$ cat src/rtl/fsp_pkg.sv
// ----------------------------------------------------------------------------
// fsp_pkg
// Types and constants shared by the format spec parser modules.
// ----------------------------------------------------------------------------
package fsp_pkg;

    // parser phase codes
    localparam logic [2:0] PH_START = 3'd0;
    localparam logic [2:0] PH_FLAGS = 3'd1;
    localparam logic [2:0] PH_WIDTH = 3'd2;
    localparam logic [2:0] PH_PREC  = 3'd3;
    localparam logic [2:0] PH_MODS  = 3'd4;
    localparam logic [2:0] PH_SKIP  = 3'd5;

    // length modifier result codes
    localparam logic [2:0] LEN_NONE  = 3'd0;
    localparam logic [2:0] LEN_H     = 3'd1;
    localparam logic [2:0] LEN_HH    = 3'd2;
    localparam logic [2:0] LEN_L     = 3'd3;
    localparam logic [2:0] LEN_PAIR  = 3'd4;
    localparam logic [2:0] LEN_Z     = 3'd5;
    localparam logic [2:0] LEN_J     = 3'd6;

    // characters of interest
    localparam logic [7:0] CH_MINUS   = 8'h2D;
    localparam logic [7:0] CH_ZERO    = 8'h30;
    localparam logic [7:0] CH_NINE    = 8'h39;
    localparam logic [7:0] CH_PLUS    = 8'h2B;
    localparam logic [7:0] CH_SPACE   = 8'h20;
    localparam logic [7:0] CH_HASH    = 8'h23;
    localparam logic [7:0] CH_PERCENT = 8'h25;
    localparam logic [7:0] CH_DOT     = 8'h2E;
    localparam logic [7:0] CH_H       = 8'h68;
    localparam logic [7:0] CH_J       = 8'h6A;
    localparam logic [7:0] CH_Z       = 8'h7A;
    localparam logic [7:0] CH_L       = 8'h6C;

    localparam logic [1:0] MOD_COUNT_MAX = 2'd3;

    typedef struct packed {
        logic [7:0] ch;
        logic       is_final;
    } fsp_in_t;

    typedef struct packed {
        logic        zero_pad;
        logic        left_justify;
        logic [15:0] min_width;
        logic        has_precision;
        logic [15:0] precision;
        logic [2:0]  length_code;
        logic [7:0]  conversion;
    } fsp_out_t;

    typedef struct packed {
        logic [2:0]  phase;
        logic        seen_zero;
        logic        seen_minus;
        logic [15:0] width_acc;
        logic        dot_seen;
        logic [15:0] prec_acc;
        logic [1:0]  mod_count;
        logic [7:0]  mod_first;
    } fsp_state_t;

endpackage

$ cat src/rtl/fsp_digit_acc.sv
// ----------------------------------------------------------------------------
// fsp_digit_acc
// Decimal accumulator step: acc * 10 + digit, saturating at a limit.
// ----------------------------------------------------------------------------
module fsp_digit_acc #(
    parameter logic [15:0] ACC_MAX = 16'hFFFF
) (
    input  logic [15:0] acc,
    input  logic [7:0]  ch,
    output logic [15:0] acc_next
);

    logic [19:0] times_ten;
    logic [19:0] sum;
    logic [7:0]  digit;

    // times ten as two shifted adds
    assign times_ten = {1'b0, acc, 3'b000} + {3'b000, acc, 1'b0};
    assign digit     = ch - fsp_pkg::CH_ZERO;
    assign sum       = times_ten + {16'd0, digit[3:0]};
    assign acc_next  = (sum > {4'd0, ACC_MAX}) ? ACC_MAX : sum[15:0];

endmodule

$ cat src/rtl/fsp_parse_step.sv
// ----------------------------------------------------------------------------
// fsp_parse_step
// Next parser state and result for one character.
// ----------------------------------------------------------------------------
module fsp_parse_step #(
    parameter logic [15:0] ACC_MAX = 16'hFFFF
) (
    input  fsp_pkg::fsp_in_t    in_data,
    input  fsp_pkg::fsp_state_t state_cur,
    output fsp_pkg::fsp_state_t state_next,
    output fsp_pkg::fsp_out_t   result
);

    logic [15:0] width_step;
    logic [15:0] prec_step;
    logic        is_flag;
    logic        is_digit;
    logic        is_mod;
    logic [7:0]  c;

    assign c = in_data.ch;

    fsp_digit_acc #(.ACC_MAX(ACC_MAX)) u_width_acc (
        .acc      (state_cur.width_acc),
        .ch       (c),
        .acc_next (width_step)
    );

    fsp_digit_acc #(.ACC_MAX(ACC_MAX)) u_prec_acc (
        .acc      (state_cur.prec_acc),
        .ch       (c),
        .acc_next (prec_step)
    );

    assign is_flag  = (c == fsp_pkg::CH_MINUS) || (c == fsp_pkg::CH_ZERO)
                   || (c == fsp_pkg::CH_PLUS)  || (c == fsp_pkg::CH_SPACE)
                   || (c == fsp_pkg::CH_HASH)  || (c == fsp_pkg::CH_PERCENT);
    assign is_digit = (c >= fsp_pkg::CH_ZERO) && (c <= fsp_pkg::CH_NINE);
    assign is_mod   = (c == fsp_pkg::CH_H) || (c == fsp_pkg::CH_J)
                   || (c == fsp_pkg::CH_Z) || (c == fsp_pkg::CH_L);

    // result fields from the state before the final character
    always_comb begin
        result.zero_pad      = state_cur.seen_zero & ~state_cur.seen_minus;
        result.left_justify  = state_cur.seen_minus;
        result.min_width     = state_cur.width_acc;
        result.has_precision = state_cur.dot_seen;
        result.precision     = state_cur.prec_acc;
        result.conversion    = c;
        result.length_code   = fsp_pkg::LEN_NONE;
        if (state_cur.mod_count == 2'd2) begin
            result.length_code = (state_cur.mod_first == fsp_pkg::CH_H) ?
                                 fsp_pkg::LEN_HH : fsp_pkg::LEN_PAIR;
        end else if (state_cur.mod_count == 2'd1) begin
            priority if (state_cur.mod_first == fsp_pkg::CH_H) begin
                result.length_code = fsp_pkg::LEN_H;
            end else if (state_cur.mod_first == fsp_pkg::CH_L) begin
                result.length_code = fsp_pkg::LEN_L;
            end else if (state_cur.mod_first == fsp_pkg::CH_Z) begin
                result.length_code = fsp_pkg::LEN_Z;
            end else if (state_cur.mod_first == fsp_pkg::CH_J) begin
                result.length_code = fsp_pkg::LEN_J;
            end else begin
                result.length_code = fsp_pkg::LEN_NONE;
            end
        end
    end

    // phase walk, falling through to the next phase when a character does not fit
    always_comb begin
        logic       taken;
        logic [2:0] ph;
        state_next = state_cur;
        taken      = 1'b0;
        ph         = state_cur.phase;
        if (in_data.is_final) begin
            state_next           = '0;
            state_next.phase     = fsp_pkg::PH_START;
        end else if (ph == fsp_pkg::PH_START) begin
            state_next.phase = fsp_pkg::PH_FLAGS;
        end else begin
            if (ph == fsp_pkg::PH_FLAGS) begin
                if (is_flag) begin
                    taken = 1'b1;
                    if (c == fsp_pkg::CH_ZERO) state_next.seen_zero = 1'b1;
                    if (c == fsp_pkg::CH_MINUS) state_next.seen_minus = 1'b1;
                end else begin
                    ph = fsp_pkg::PH_WIDTH;
                end
            end
            if (!taken && ph == fsp_pkg::PH_WIDTH) begin
                if (is_digit) begin
                    taken = 1'b1;
                    state_next.width_acc = width_step;
                end else if (c == fsp_pkg::CH_DOT) begin
                    taken = 1'b1;
                    state_next.dot_seen = 1'b1;
                    ph = fsp_pkg::PH_PREC;
                end else begin
                    ph = fsp_pkg::PH_MODS;
                end
            end
            if (!taken && ph == fsp_pkg::PH_PREC) begin
                if (is_digit) begin
                    taken = 1'b1;
                    state_next.prec_acc = prec_step;
                end else begin
                    ph = fsp_pkg::PH_MODS;
                end
            end
            if (!taken && ph == fsp_pkg::PH_MODS) begin
                if (is_mod) begin
                    if (state_cur.mod_count == 2'd0) state_next.mod_first = c;
                    if (state_cur.mod_count != fsp_pkg::MOD_COUNT_MAX) begin
                        state_next.mod_count = state_cur.mod_count + 2'd1;
                    end
                end else begin
                    ph = fsp_pkg::PH_SKIP;
                end
            end
            state_next.phase = ph;
        end
    end

endmodule

$ cat src/rtl/format_spec_parser_core.sv
// ----------------------------------------------------------------------------
// format_spec_parser_core
// Parses a printf conversion spec, one character per transfer.
// ----------------------------------------------------------------------------
// result path: the final character is held in the input register, then its
//   result in the result register, and m_valid rises once the result register
//   is loaded
// throughput: one character per cycle unless a final one waits for the result
//   slot; the phase update is one pass of logic from input register to parser state
// reset: synchronous active-low aresetn clears both valid flags and returns the
//   parser to the start phase with all flags and accumulators at zero
module format_spec_parser_core #(
    parameter int NUM_BITS = 16
) (
    input  logic               aclk,
    input  logic               aresetn,
    input  logic               s_valid,
    output logic               s_ready,
    input  fsp_pkg::fsp_in_t   s_data,
    output logic               m_valid,
    input  logic               m_ready,
    output fsp_pkg::fsp_out_t  m_data
);

    // accumulator ceiling: all ones in NUM_BITS bits, never above the 16-bit field
    localparam int unsigned AccLim = (NUM_BITS >= 16) ? 32'd65535 :
                                     ((32'd1 << NUM_BITS) - 32'd1);
    localparam logic [15:0] ACC_MAX = 16'(AccLim);

    // input register
    logic                in_valid_reg;
    logic                in_valid_next;
    fsp_pkg::fsp_in_t    in_data_reg;

    // parser state
    fsp_pkg::fsp_state_t state_reg;
    fsp_pkg::fsp_state_t state_next;

    // result register
    logic                out_valid_reg;
    logic                out_valid_next;
    fsp_pkg::fsp_out_t   out_data_reg;
    fsp_pkg::fsp_out_t   step_result;

    logic                out_free;
    logic                advance;

    // result slot can take a new result this cycle
    assign out_free = !out_valid_reg || m_ready;

    // non-final characters only touch the state; a final one needs the result slot
    assign advance = in_valid_reg && (!in_data_reg.is_final || out_free);

    // input register refills when empty or when its item moves on this cycle
    assign s_ready = !in_valid_reg || advance;

    fsp_parse_step #(.ACC_MAX(ACC_MAX)) u_step (
        .in_data    (in_data_reg),
        .state_cur  (state_reg),
        .state_next (state_next),
        .result     (step_result)
    );

    always_comb begin
        in_valid_next = in_valid_reg;
        if (s_ready) begin
            in_valid_next = s_valid;
        end else if (advance) begin
            in_valid_next = 1'b0;
        end
    end

    always_comb begin
        out_valid_next = out_valid_reg;
        if (advance && in_data_reg.is_final) begin
            out_valid_next = 1'b1;
        end else if (m_ready) begin
            out_valid_next = 1'b0;
        end
    end

    // control state
    always_ff @(posedge aclk) begin
        if (!aresetn) begin
            in_valid_reg  <= 1'b0;
            out_valid_reg <= 1'b0;
            state_reg     <= '{phase: fsp_pkg::PH_START, default: '0};
        end else begin
            in_valid_reg  <= in_valid_next;
            out_valid_reg <= out_valid_next;
            if (advance) begin
                state_reg <= state_next;
            end
        end
    end

    // payload registers, no reset
    always_ff @(posedge aclk) begin
        if (s_valid && s_ready) begin
            in_data_reg <= s_data;
        end
        if (advance && in_data_reg.is_final) begin
            out_data_reg <= step_result;
        end
    end

    assign m_valid = out_valid_reg;
    assign m_data  = out_data_reg;

endmodule

$ cat config.mk
export PLATFORM = sky130hd
export DESIGN_NAME = format_spec_parser_core
export DESIGN_NICKNAME = d
export VERILOG_FILES = /design/src/rtl/fsp_pkg.sv /design/src/rtl/fsp_digit_acc.sv /design/src/rtl/fsp_parse_step.sv /design/src/rtl/format_spec_parser_core.sv
export SDC_FILE = /design/constraint.sdc
export NUM_CORES = 1
export LEC_CHECK = 0
export BUFFER_PORTS_ARGS = -buffer_cell sky130_fd_sc_hd__buf_2
export CAP_MARGIN = 0
export CORE_MARGIN = 1.5
export CORE_UTILIZATION = 30
export CTS_CLUSTER_SIZE = 16
export DETAILED_ROUTE_END_ITERATION = 8
export PLACE_DENSITY = 0.55
export SLEW_MARGIN = 20
export SYNTH_ARGS = -nofsm -noshare
export SYNTH_HDL_FRONTEND = slang
export SYNTH_SLANG_ARGS = --single-unit
$ cat constraint.sdc
create_clock -name aclk -period 3.5 [get_ports aclk]
set_clock_uncertainty 0.15 [all_clocks]
set_input_delay 0.175 -clock aclk [delete_from_list [all_inputs] [get_ports aclk]]
set_output_delay 0.175 -clock aclk [all_outputs]
set_load 0.02 [all_outputs]
==> impl_metrics.json <==
{
  "critical_path_required_time_ns": 3.56,
  "swShare_pct": 25.44,
  "cts_tree": "yes",
  "initial_core_utilization_pct": 30.97,
  "cts_inserted_buffers": 9,
  "synth.top_cells.by_count": "ha_1 (67), edfxtp_1 (55), dfxtp_1 (50)",
  "aggregate_global_route_resource_usage_pct": 14.10,
  "dpl.hpwl_um": 10960,
  "antenna_found_initial": 0,
  "tritoncts_num_sinks": 105,
  "path_max_fanout": 15,
  "core_area_um2": 19650,
  "die_height_um": 145.4,
  "cpMaxStageDelayCell": "fa_1",
  "power.leakage_nw": 2.917,
  "grt_pass1_wl_um": 23990,
  "max_slew_margin_pct": 56.59,
  "worst-setup-path-type": "flop to flop",
  "synth_sequential_area_ratio_pct": 43.58,
  "p_clk_share_pct": 37.1,
  "synth.area.top_cells": "edfxtp_1 (27%), dfxtp_1 (16%), ha_1 (14%)",
  "min-delay-start": "m_ready",
  "synthFlopType": "edfxtp_1",
  "num-fill-cells": 1972,
  "clk_transition_reported_paths_ns": 0.07,
  "fin_crit_sh_pct": 94.73,
  "maxSlewViolCount": 0,
  "pwr-share-comb_pct": 10.0,
  "largest_family_of_logic_cells_by_synthesized_area": "compound AO/OA/AOI/OAI gates",
  "post-synth-top-count-cell": "ha_1",
  "highest_layer": "met4",
  "power_density_nw_per_um2": 360.5,
  "seq_power_share_pct": 53.0,
  "dr_wl_met3_um": 529,
  "r2r_start": "in_data_reg[4]",
  "cts-root-to-sink-buffers": 2,
  "synthesis.instances": 579,
  "clockRootBuffer": "clkbuf_16",
  "crit_buf_inv": 2,
  "synth.net_count": 663,
  "critical_path_arrival_ns": 3.37,
  "setup_repair_after_global_routing_missed_its_margin": "no",
  "cts.repair_timing.setup_buffer_count": 0,
  "wl_per_cell_um": 16.00,
  "muxShareOfSynthArea_pct": 0.9250,
  "distinct_cell_type_count_after_synthesis": 82,
  "largest_register_ff_count": 48,
  "worstSkewPairLatency_ns": 0.35,
  "synth_edf_count": 55,
  "post_synthesis_cell_area_um2": 6087,
  "outcome": "complete, no violations",
  "ys_async_rst_share_pct": 0,
  "ant_nets": 0,
  "grt_max_degree": 36,
  "finalHoldViolCount": 0,
  "detailroute.wirelength.met2_um": 7054,
  "globalplace.congestion": 0.8808,
  "place_ws_ns": 0.06699,
  "per_instance_average_area_after_synthesis_um2": 10.51,
  "ys_ff_latch": 105,
  "firstDrtPassIters": 4,
  "synth.largest_area_cell": "edfxtp_1",
  "post-layout-total-power_mw": 2.568,
  "floorplan.io_pins": 61,
  "fp.dieArea_um2": 21150,
  "final_util_pct": 36.24,
  "aggregate_global_routing_overflow": 0,
  "setup_ws_ns": 0.1846,
  "complex_gate_fraction_of_the_synthesized_area_pct": 20.43,
  "placement_rows": 51,
  "hold_path_end": "m_valid",
  "worstReg2RegEnd": "state_reg[28]",
  "number_of_drc_markers_in_iteration_0": 349,
  "post_synth_xor_area_fraction_pct": 3.022,
  "multiInputGateArea_um2": 3284,
  "fin_tns_setup_ns": 0,
  "critical_path.top_delay_family": "compound AO/OA/AOI/OAI gates",
  "grt_pass1_vias": 4664,
  "routed_wl_um": 14720,
  "hold_depth": 3,
  "avgViaCountPerCell": 5.141,
  "synthAdderAreaFrac_pct": 15.09,
  "cts-htree-levels": 3,
  "flow.area_growth_from_synthesis_pct": 17.00,
  "seq_area_um2": 2653,
  "worst_path_max_stage_delay_ns": 0.51,
  "m1WireLength_um": 6887,
  "synth_warnings": 0,
  "worstHoldPathType": "input port to flop",
  "max-vdd-ir-drop_v": 0.0002342,
  "min_period_ns": 3.315,
  "io_buffers": 60,
  "num-nets-final": 734,
  "worst_pin_slew_ns": 0.6511,
  "die_w_um": 145.4,
  "setup.reg_to_reg.worst_slack_ns": 0.18,
  "switching_power_mw": 0.6533,
  "synth_top_area_share_pct": 27.13,
  "timing.critical_path.to_type": "flop",
  "final-setup-viol-count": 0,
  "p_int_mw": 1.914,
  "via_count": 4730,
  "route.detailed.drc": 0,
  "antenna_cells_inserted": 0,
  "post_synth_and_or_nand_nor_area_fraction_pct": 13.98,
  "timing.critical_path.cells": "buf_4 > fa_1 > ha_1 > a211oi_1 > o21ai_1 > a31oi_2 > nor2_1 > nand4b_4 > a21oi_4 > buf_12 > o221ai_1",
  "critical_path.startpoint_type": "flop",
  "worst-r2r-cell-count": 11,
  "fmax_ghz": 0.3016,
  "max_cap_viol_count": 0,
  "post_route_cells_drive_above_1_share_pct": 20.31
}
## per-layer routing
metal / track usage (%) / vias up
met5: 0 / -
met4: 5.255 / 0
met3: 2.006 / 15
met2: 24.07 / 103
met1: 18.05 / 2281
li1: - / 2331
## layout make-up
cell class                 count  area share (%)
sequential                   105           37.25
multi-input combinational    434           46.12
tap                          265           4.656
timing repair buffer          80           7.027
inverter                      20           1.054
clock inverter                 7          0.7379
clock buffer                   9           3.162
## power by group through the flow
stage               clock (mW)  sequential [mW]  combinational [mW]
floorplan                    0             1.40               0.152
global placement             0             1.39               0.242
detailed placement           0             1.39               0.247
CTS                      0.984             1.36               0.258
global route              1.02             1.36               0.285
finish                   0.951             1.36               0.257
## cells in the final DEF (no fill, tap or decap), types with 6 or more instances in the layout
master and count:
o21ai_0 38, ha_1 67, o21ai_1 8, o221ai_1 6, nor3_1 11, dlygate4sd3_1 10
clkbuf_16 9, edfxtp_1 55, nor2_1 47, a31oi_1 13, inv_1 18, xor2_1 11
nand3_1 16, buf_2 60, buf_4 8, a21oi_1 40, nand2_1 36, dfxtp_1 50
a31oi_2 7, xnor2_1 10
## worst min-delay path, delay by kind of cell
kind                   cells  cell delay [ns]
buffers and inverters      1             0.07
AO/OA/AOI/OAI              1             0.08
AND/OR/NAND/NOR            1             0.16
## cells by family (layout without fill, tap and decap cells)
logic type	Yosys count	in the layout
compound gates	176	176
simple gates	161	161
flops	105	105
fa+ha+maj	71	71
buf+inv	40	116
xor+xnor	21	21
mux	5	5
## metrics by stage
| stage | cell area, um^2 | cells | hold slack [ns] |
|---|---|---|---|
| floorplan | 6087 | 579 | 0.1239 |
| global placement | 6713 | 894 | 0.2056 |
| detailed placement | 6713 | 894 | 0.2031 |
| CTS | 7091 | 920 | 0.02398 |
| global route | 7122 | 920 | 0.07113 |
| finish | 7122 | 920 | 0.03223 |
## what timing repair did
action                                 CTS  global route
hold buffers                            10             0
setup endpoints to repair                0            21
endpoints found under the hold margin   10             0
gates resized for setup                  0             6
## worst max-delay path by stage
stage | from | end | cells after the start | slack [ns]
after floorplan | in_data_reg[4] | state_reg[14] | 11 | 0.24
after CTS | in_data_reg[4] | state_reg[25] | 11 | 0.03
after global routing | state_reg[12] | state_reg[25] | 11 | 0.03
after global placement | in_data_reg[4] | state_reg[25] | 11 | 0.20
after detailed placement | in_data_reg[4] | state_reg[25] | 11 | 0.07
final | in_data_reg[4] | state_reg[28] | 11 | 0.18
Note: power is estimated with default switching activity, not from simulation.
